--- src/gha_pkg.sv ---
// ----------------------------------------------------------------------------
// GHASH accumulator package
// Shared types, constants and the GF(2^128) multiply-by-x^k helper.
// ----------------------------------------------------------------------------
`default_nettype none

package gha_pkg;

   // GF(2^128) block and digit geometry
   localparam int BlockBits = 128;
   localparam int HalfBits  = 64;
   localparam int DigitBits = 16;
   localparam int Digits    = BlockBits / DigitBits;
   localparam int CntBits   = $clog2(Digits);
   localparam int Bytes     = BlockBits / 8;

   // Field widths
   localparam int CountBits = 5;
   localparam int CsrIdxBits = 2;

   // Reduction term for x^128 in reflected bit order (x^0 sits in bit 127)
   localparam logic [BlockBits-1:0] GfRed = {8'hE1, {(BlockBits-8){1'b0}}};

   // CSR register indexes
   localparam logic [CsrIdxBits-1:0] CsrKeyHi = 2'd0;
   localparam logic [CsrIdxBits-1:0] CsrKeyLo = 2'd1;

   typedef logic [BlockBits-1:0] gf_type;

   typedef enum logic [1:0] {
      ST_IDLE,
      ST_RUN,
      ST_HOLD
   } gha_state_type;

   // v * x^k, 0 <= k <= DigitBits. Bits shifted out past x^127 fold back
   // through R; with k <= 16 the folded terms stay below x^128.
   function automatic gf_type gf_mulxk(input gf_type v, input int k);
      gf_type r;
      r = v >> k;
      for (int m = 0; m < DigitBits; m++) begin
         if ((m < k) && v[m]) begin
            r = r ^ (GfRed >> (k - 1 - m));
         end
      end
      return r;
   endfunction

endpackage

`default_nettype wire

--- src/gha_digit_mul.sv ---
// ----------------------------------------------------------------------------
// GHASH digit multiplier step
// One Horner step: z_next = z * x^16 + digit * H in GF(2^128).
// ----------------------------------------------------------------------------
`default_nettype none

module gha_digit_mul (
   input  wire  gha_pkg::gf_type                   z_i,
   input  wire  gha_pkg::gf_type                   key_i,
   input  wire  logic [gha_pkg::DigitBits-1:0]     digit_i,
   output gha_pkg::gf_type                         z_next_o
);

   gha_pkg::gf_type acc;

   // digit bit 15-j carries the coefficient that multiplies H * x^j
   always_comb begin
      acc = gha_pkg::gf_mulxk(z_i, gha_pkg::DigitBits);
      for (int j = 0; j < gha_pkg::DigitBits; j++) begin
         if (digit_i[gha_pkg::DigitBits-1-j]) begin
            acc = acc ^ gha_pkg::gf_mulxk(key_i, j);
         end
      end
   end

   assign z_next_o = acc;

endmodule

`default_nettype wire

--- src/gha_operand.sv ---
// ----------------------------------------------------------------------------
// GHASH operand former
// Masks trailing bytes of the data block, applies clear, XORs into the sum.
// ----------------------------------------------------------------------------
`default_nettype none

module gha_operand (
   input  wire  gha_pkg::gf_type                   acc_i,
   input  wire  gha_pkg::gf_type                   block_i,
   input  wire  logic [gha_pkg::CountBits-1:0]     byte_count_i,
   input  wire  logic                              clear_i,
   output gha_pkg::gf_type                         base_o,     // accumulator after clear
   output gha_pkg::gf_type                         operand_o,  // base xor masked block
   output logic                                    empty_o     // no bytes to absorb
);

   logic [gha_pkg::CountBits-1:0] n_sat;
   gha_pkg::gf_type               mask;

   assign n_sat = (byte_count_i > gha_pkg::CountBits'(gha_pkg::Bytes))
                ? gha_pkg::CountBits'(gha_pkg::Bytes) : byte_count_i;

   // byte 0 sits in the top byte lane
   always_comb begin
      mask = '0;
      for (int b = 0; b < gha_pkg::Bytes; b++) begin
         mask[gha_pkg::BlockBits-1-8*b -: 8] =
            (gha_pkg::CountBits'(b) < n_sat) ? 8'hFF : 8'h00;
      end
   end

   assign base_o    = clear_i ? '0 : acc_i;
   assign operand_o = base_o ^ (block_i & mask);
   assign empty_o   = (n_sat == '0);

endmodule

`default_nettype wire

--- src/ghash_accumulator_core.sv ---
// ----------------------------------------------------------------------------
// GHASH accumulator core
// Absorbs 128-bit blocks into a running GHASH sum, multiplying by the hash
// subkey H in GF(2^128) with a shared 128x16 digit-serial multiplier.
// ----------------------------------------------------------------------------
//
//  channel | direction | transfer carries
//  --------+-----------+-----------------------------------------------------
//  req_    | in        | data block, valid byte count, clear flag (tuser)
//  rsp_    | out       | updated accumulator (digest)
//  csr_    | in        | hash subkey halves, index 0 = high, 1 = low
//
//  A block with a nonzero byte count passes through accept, the digit loop
//  over the eight 16-bit multiplier digits, and write-back; a zero count goes
//  from accept straight to write-back. req_tready is high only in idle; a
//  stalled rsp_ holds the finished sum in the write-back state until the
//  previous result is taken. Reset clears the accumulator, key and control
//  state; no clearing pass. csr_ is always ready; the user must write it only
//  while the core is idle, which the core itself does not enforce.
// ----------------------------------------------------------------------------
`default_nettype none

module ghash_accumulator_core (
   input  wire  logic          clock,
   input  wire  logic          reset,

   input  wire  logic          req_tvalid,
   output logic                req_tready,
   input  wire  logic [135:0]  req_tdata,   // block_hi[63:0], block_lo[127:64],
                                            // byte_count[132:128], zero pad
   input  wire  logic          req_tuser,   // clear

   output logic                rsp_tvalid,
   input  wire  logic          rsp_tready,
   output logic [127:0]        rsp_tdata,   // digest_hi[63:0], digest_lo[127:64]

   input  wire  logic          csr_valid,
   output logic                csr_ready,
   input  wire  logic [gha_pkg::CsrIdxBits-1:0] csr_index,
   input  wire  logic [gha_pkg::HalfBits-1:0]   csr_data
);

   localparam int HB = gha_pkg::HalfBits;
   localparam int DB = gha_pkg::DigitBits;

   // request fields
   logic [HB-1:0]                  block_hi;
   logic [HB-1:0]                  block_lo;
   logic [gha_pkg::CountBits-1:0]  byte_count;
   logic                           clear;

   assign block_hi   = req_tdata[HB-1:0];
   assign block_lo   = req_tdata[2*HB-1:HB];
   assign byte_count = req_tdata[2*HB +: gha_pkg::CountBits];
   assign clear      = req_tuser;

   // key registers
   logic [HB-1:0] key_hi_ff, key_hi_in;
   logic [HB-1:0] key_lo_ff, key_lo_in;

   // sequencer and datapath registers
   gha_pkg::gha_state_type         state_ff, state_in;
   logic [gha_pkg::CntBits-1:0]    cnt_ff, cnt_in;
   gha_pkg::gf_type                acc_ff, acc_in;     // GHASH sum
   gha_pkg::gf_type                x_ff, x_in;         // multiplier operand, digits out low
   gha_pkg::gf_type                z_ff, z_in;         // partial product
   logic                           rsp_valid_ff, rsp_valid_in;
   logic [2*HB-1:0]                rsp_data_ff, rsp_data_in;

   gha_pkg::gf_type                base;
   gha_pkg::gf_type                operand;
   logic                           empty;
   gha_pkg::gf_type                z_step;
   logic                           req_xfer;
   logic                           slot_free;

   assign csr_ready = 1'b1;

   always_comb begin
      key_hi_in = key_hi_ff;
      key_lo_in = key_lo_ff;
      if (csr_valid) begin
         unique case (csr_index)
            gha_pkg::CsrKeyHi: key_hi_in = csr_data;
            gha_pkg::CsrKeyLo: key_lo_in = csr_data;
            default: ;  // unmapped index, write dropped
         endcase
      end
   end

   gha_operand u_operand (
      .acc_i        (acc_ff),
      .block_i      ({block_hi, block_lo}),
      .byte_count_i (byte_count),
      .clear_i      (clear),
      .base_o       (base),
      .operand_o    (operand),
      .empty_o      (empty)
   );

   // shared multiplier: one 16-bit digit of the operand per cycle,
   // last digit first (Horner order)
   gha_digit_mul u_digit_mul (
      .z_i      (z_ff),
      .key_i    ({key_hi_ff, key_lo_ff}),
      .digit_i  (x_ff[DB-1:0]),
      .z_next_o (z_step)
   );

   assign req_tready = (state_ff == gha_pkg::ST_IDLE);
   assign req_xfer   = req_tvalid && req_tready;
   assign slot_free  = !rsp_valid_ff || rsp_tready;

   always_comb begin
      state_in     = state_ff;
      cnt_in       = cnt_ff;
      acc_in       = acc_ff;
      x_in         = x_ff;
      z_in         = z_ff;
      rsp_valid_in = rsp_valid_ff && !rsp_tready;
      rsp_data_in  = rsp_data_ff;

      unique case (state_ff)
         gha_pkg::ST_IDLE: begin
            if (req_xfer) begin
               cnt_in = '0;
               x_in   = operand;
               if (empty) begin
                  // nothing to absorb: result is the (possibly cleared) sum
                  z_in     = base;
                  state_in = gha_pkg::ST_HOLD;
               end else begin
                  z_in     = '0;
                  state_in = gha_pkg::ST_RUN;
               end
            end
         end
         gha_pkg::ST_RUN: begin
            z_in   = z_step;
            x_in   = x_ff >> DB;
            cnt_in = cnt_ff + 1'b1;
            if (cnt_ff == gha_pkg::CntBits'(gha_pkg::Digits - 1)) begin
               state_in = gha_pkg::ST_HOLD;
            end
         end
         gha_pkg::ST_HOLD: begin
            // write back once the output register is free
            if (slot_free) begin
               acc_in       = z_ff;
               rsp_valid_in = 1'b1;
               rsp_data_in  = {z_ff[HB-1:0], z_ff[2*HB-1:HB]};
               state_in     = gha_pkg::ST_IDLE;
            end
         end
         default: state_in = gha_pkg::ST_IDLE;
      endcase
   end

   always_ff @(posedge clock) begin
      if (reset) begin
         state_ff     <= gha_pkg::ST_IDLE;
         cnt_ff       <= '0;
         acc_ff       <= '0;
         key_hi_ff    <= '0;
         key_lo_ff    <= '0;
         rsp_valid_ff <= 1'b0;
      end else begin
         state_ff     <= state_in;
         cnt_ff       <= cnt_in;
         acc_ff       <= acc_in;
         key_hi_ff    <= key_hi_in;
         key_lo_ff    <= key_lo_in;
         rsp_valid_ff <= rsp_valid_in;
      end
   end

   always_ff @(posedge clock) begin
      x_ff        <= x_in;
      z_ff        <= z_in;
      rsp_data_ff <= rsp_data_in;
   end

   assign rsp_tvalid = rsp_valid_ff;
   assign rsp_tdata  = rsp_data_ff;

   // ------------------------------------------------------------------------
   // assertions
   // ------------------------------------------------------------------------

   // digit counter only moves while the multiplier runs
   a_cnt_idle: assert property (@(posedge clock) disable iff (reset)
      (state_ff != gha_pkg::ST_RUN) |-> (cnt_ff == '0))
      else $error("digit counter nonzero outside run");

   // a new result only comes from the write-back state
   a_rsp_src: assert property (@(posedge clock) disable iff (reset)
      $rose(rsp_valid_ff) |-> ($past(state_ff) == gha_pkg::ST_HOLD))
      else $error("result raised without write-back");

   // a block with bytes to absorb starts the multiplier from digit zero
   a_run_start: assert property (@(posedge clock) disable iff (reset)
      (req_xfer && !empty) |=> (state_ff == gha_pkg::ST_RUN && cnt_ff == '0))
      else $error("multiplier did not start on accepted block");

   // accumulator changes only at write-back
   a_acc_hold: assert property (@(posedge clock) disable iff (reset)
      ($past(state_ff) != gha_pkg::ST_HOLD) |-> $stable(acc_ff))
      else $error("accumulator changed outside write-back");

endmodule

`default_nettype wire
--- config.mk ---
export PLATFORM = sky130hd
export DESIGN_NAME = ghash_accumulator_core
export DESIGN_NICKNAME = d
export VERILOG_FILES = /design/src/gha_pkg.sv /design/src/gha_digit_mul.sv /design/src/gha_operand.sv /design/src/ghash_accumulator_core.sv
export SDC_FILE = /design/constraint.sdc
export NUM_CORES = 2
export LEC_CHECK = 0
export ABC_AREA = 0
export BUFFER_PORTS_ARGS = -buffer_cell sky130_fd_sc_hd__buf_2
export CAP_MARGIN = 15
export CELL_PAD_IN_SITES_DETAIL_PLACEMENT = 2
export CELL_PAD_IN_SITES_GLOBAL_PLACEMENT = 2
export CORE_UTILIZATION = 40
export CTS_CLUSTER_DIAMETER = 100
export DETAILED_ROUTE_END_ITERATION = 7
export PLACE_DENSITY_LB_ADDON = 0.05
export SETUP_SLACK_MARGIN = 0.5
export SLEW_MARGIN = 10
export SYNTH_ARGS = -nofsm -noshare
export SYNTH_HDL_FRONTEND = slang
export SYNTH_SLANG_ARGS = --single-unit
--- constraint.sdc ---
create_clock -name clock -period 11.9 [get_ports clock]
set_input_delay 1.19 -clock clock [delete_from_list [all_inputs] [get_ports clock]]
set_output_delay 1.19 -clock clock [all_outputs]
set_load 0.01 [all_outputs]
==> results.toml <==
[logic_synthesis]
ys_ff_latch = 646
synth.avg_cell_area_sq_um = 7.658
yosysSeqAreaShare_pct = 30.47
yosysUniqueCellTypes = 55
yosysWarnings = 0
synth_top_family_by_area = "XOR/XNOR gates"
synth_compound_area_share_pct = 6.319
synth_edf_count = 384
synth_xor_area_share_pct = 36.33
synthMuxAreaShare_pct = 0.03863
async_flop_share_pct = 0
synthAdderAreaFrac_pct = 0.04544
ys.flop_type = "edfxtp_1"
syn-num-nets = 7401
netlist_instances = 7191
synthSimpleGateAreaFrac_pct = 21.97
synth_area_sq_um = 55070

[timing]
fmax_mhz = 228.3
finalCritPeriodShare_pct = 36.81
min_period_ns = 4.380
fin_ws_ns = 7.520
hold_viol_final = 0
whs_ns = 0.4563
tns_ns = 0
finClkSkew_ns = 0.05898
finalSetupViolations = 0
maxSlewHeadroom_pct = 10.58
rsz0062_at_grt = "false"
max_slew.worst_pin.slew_ns = 1.332
finalMaxSlewViolations = 0

[routing]
wl_per_cell_microns = 29.53
vias = 50770
drt_wl_total_mm = 262.6
drc_errors = 0
drt_iter0_drc = 4880
first_pass_iters = 5
ant_nets = 0
avgViaCountPerCell = 5.709

[worst_setup_path]
cp_max_fo = 118
endpoint_kind = "register"
cp_num_buf_inv = 3
path_cells = "nor2b_1 -> nand2_4 -> inv_8 -> buf_4 -> buf_4 -> nand2_1 -> a21oi_1"
cp_slowest_cell = "inv_8"
startpoint_type = "register"
crit_path_frequent_cell = "buf_4"
cp.arrival_ns = 4.98
critPathKind = "reg -> reg"
path_delay_family = "buffers and inverters"
slowest_delay_ns = 0.83
cp.required_ns = 12.50

[cells_and_area]
final_common_cell = "nand2_1"
layout_common_cells = "nand2_1, xnor2_1, xor2_1, edfxtp_1, buf_2"
fillers = 15620
finalNonFillerCells = 8892
nets = 7250
final_core_util_pct = 44.10
drive_gt1_share_pct = 8.217
areaGrowthSynthToFinish_pct = 8.900

[clock_tree]
clk_latency_ns = 0.73
numCtsBuffers = 79
cts_resized = 0
cts.htree.levels = 3
hold_buffers = 0
cts_tree = "yes"
post-cts-setup-buffer-count = 0
clockBufferDepth = 3
cts-root-buf = "clkbuf_16"
clk_pin_slew_ns = 0.06
clock-sinks = 646

[place]
io_buffers = 334
finalWeightedCongestion = 0.8869
dp_hpwl_mm = 178.2
place_inst = 8738
place_ws_ns = 6.954

[grt]
overflow = 0
grt_pass1_wl_mm = 377.4
grt_antenna_before_repair = 19
grt_max_degree = 191
grt_pass1_vias = 52040
gr-usage-all-layers_pct = 36.85

[floorplanning]
dieWidth_microns = 373.0
die_h_microns = 373.0
fp.coreArea_sq_um = 136000
start_util_pct = 40.50
row_count = 135
ioPinCount = 339
die_area_sq_um = 139200

[flow_run]
cap_violations = 0

[min_path]
min_path_type = "reg -> reg"

[outcome]
status = "finished, final reports clean"

[pwr]
p_per_area_nw_per_um2 = 142.6
ir_drop_v = 0.0001002
leakagePower_nw = 18.45
## cells by family after synthesis
kind of cell	count (synthesis)
XOR/XNOR	2216
AO/OA/AOI/OAI	593
buffers and inverters	676
AND/OR/NAND/NOR	3055
flip-flops	646
multiplexers	2
other	1
adder cells (fa/ha/maj)	2
## power breakdown
group / internal [mW] / leakage [nW] / switching [mW]
clock: 1.37 / 1.25 / 1.09
sequential: 2.65 / 5.97 / 0.430
combinational: 1.02 / 11.2 / 1.99
total: 5.04 / 18.5 / 3.51
## state kept, by name (all words and copies together) (netlist names)
signal      count
cnt_ff          3
key_hi_ff      64
x_ff          128
z_ff          128
state_ff        2
key_lo_ff      64
acc_ff        128
rsp_tdata     128
rsp_tvalid      1
## routing by layer
layer | GRT usage [%] | part of all wire [%]
met2 | 58.67 | 46
met4 | 14.18 | 4.1
met3 | 5.083 | 7.3
met5 | 0 | 0.045
met1 | 50.28 | 43
## final timing paths
kind,slack (ns),cells after the start,from,to
setup / recovery,7.52,7,state_ff[1],acc_ff[39]
hold / removal,0.46,2,key_lo_ff[12],key_lo_ff[12]
setup reg to reg,7.52,7,state_ff[1],acc_ff[39]
hold reg to reg,0.46,2,key_lo_ff[12],key_lo_ff[12]
## stage by stage
stage	area, sq um	power [mW]
finish	59970	8.550
global route	59960	8.734
CTS	59940	8.495
detailed placement	57320	6.032
global placement	57320	5.960
floorplan	55070	4.665
## layout make-up
class / instances / area, sq um / share of cell area (%)
multi-input cells: 5869 / 35660 / 59.46
clock buffers: 117 / 2230 / 3.718
diodes: 4 / 10.01 / 0.01669
well taps: 1781 / 2228 / 3.716
flip-flops and latches: 646 / 16780 / 27.98
clock inverters: 31 / 390.4 / 0.6510
repair buffers: 433 / 2621 / 4.371
inverters: 11 / 56.30 / 0.09389
## synth_stat cells, types with 24 or more instances
library cell  count  area [sq um]
edfxtp_1        384         11530
buf_1            94         352.8
nor2_1           27         101.4
xnor3_1          24         540.5
nor3_1           30         150.1
a21oi_1         303          1516
xnor2_1        1667         14600
o21ai_0         149         745.7
dfxtp_1         262          5245
clkbuf_1        486          1824
xor2_1          504          4414
nand2_1        2789         10470
a22o_1          108         945.9
buf_2            78         390.4
nand2b_1        137         857.1
## worst reg2reg max path: cells and delay by family (launching register included)
family / cells / cell delay (ns)
compound gates: 1 / 0.17
buf+inv: 3 / 2.49
flops: 1 / 0.48
simple gates: 3 / 1.11
No activity file was read; power rests on OpenSTA's default activity.
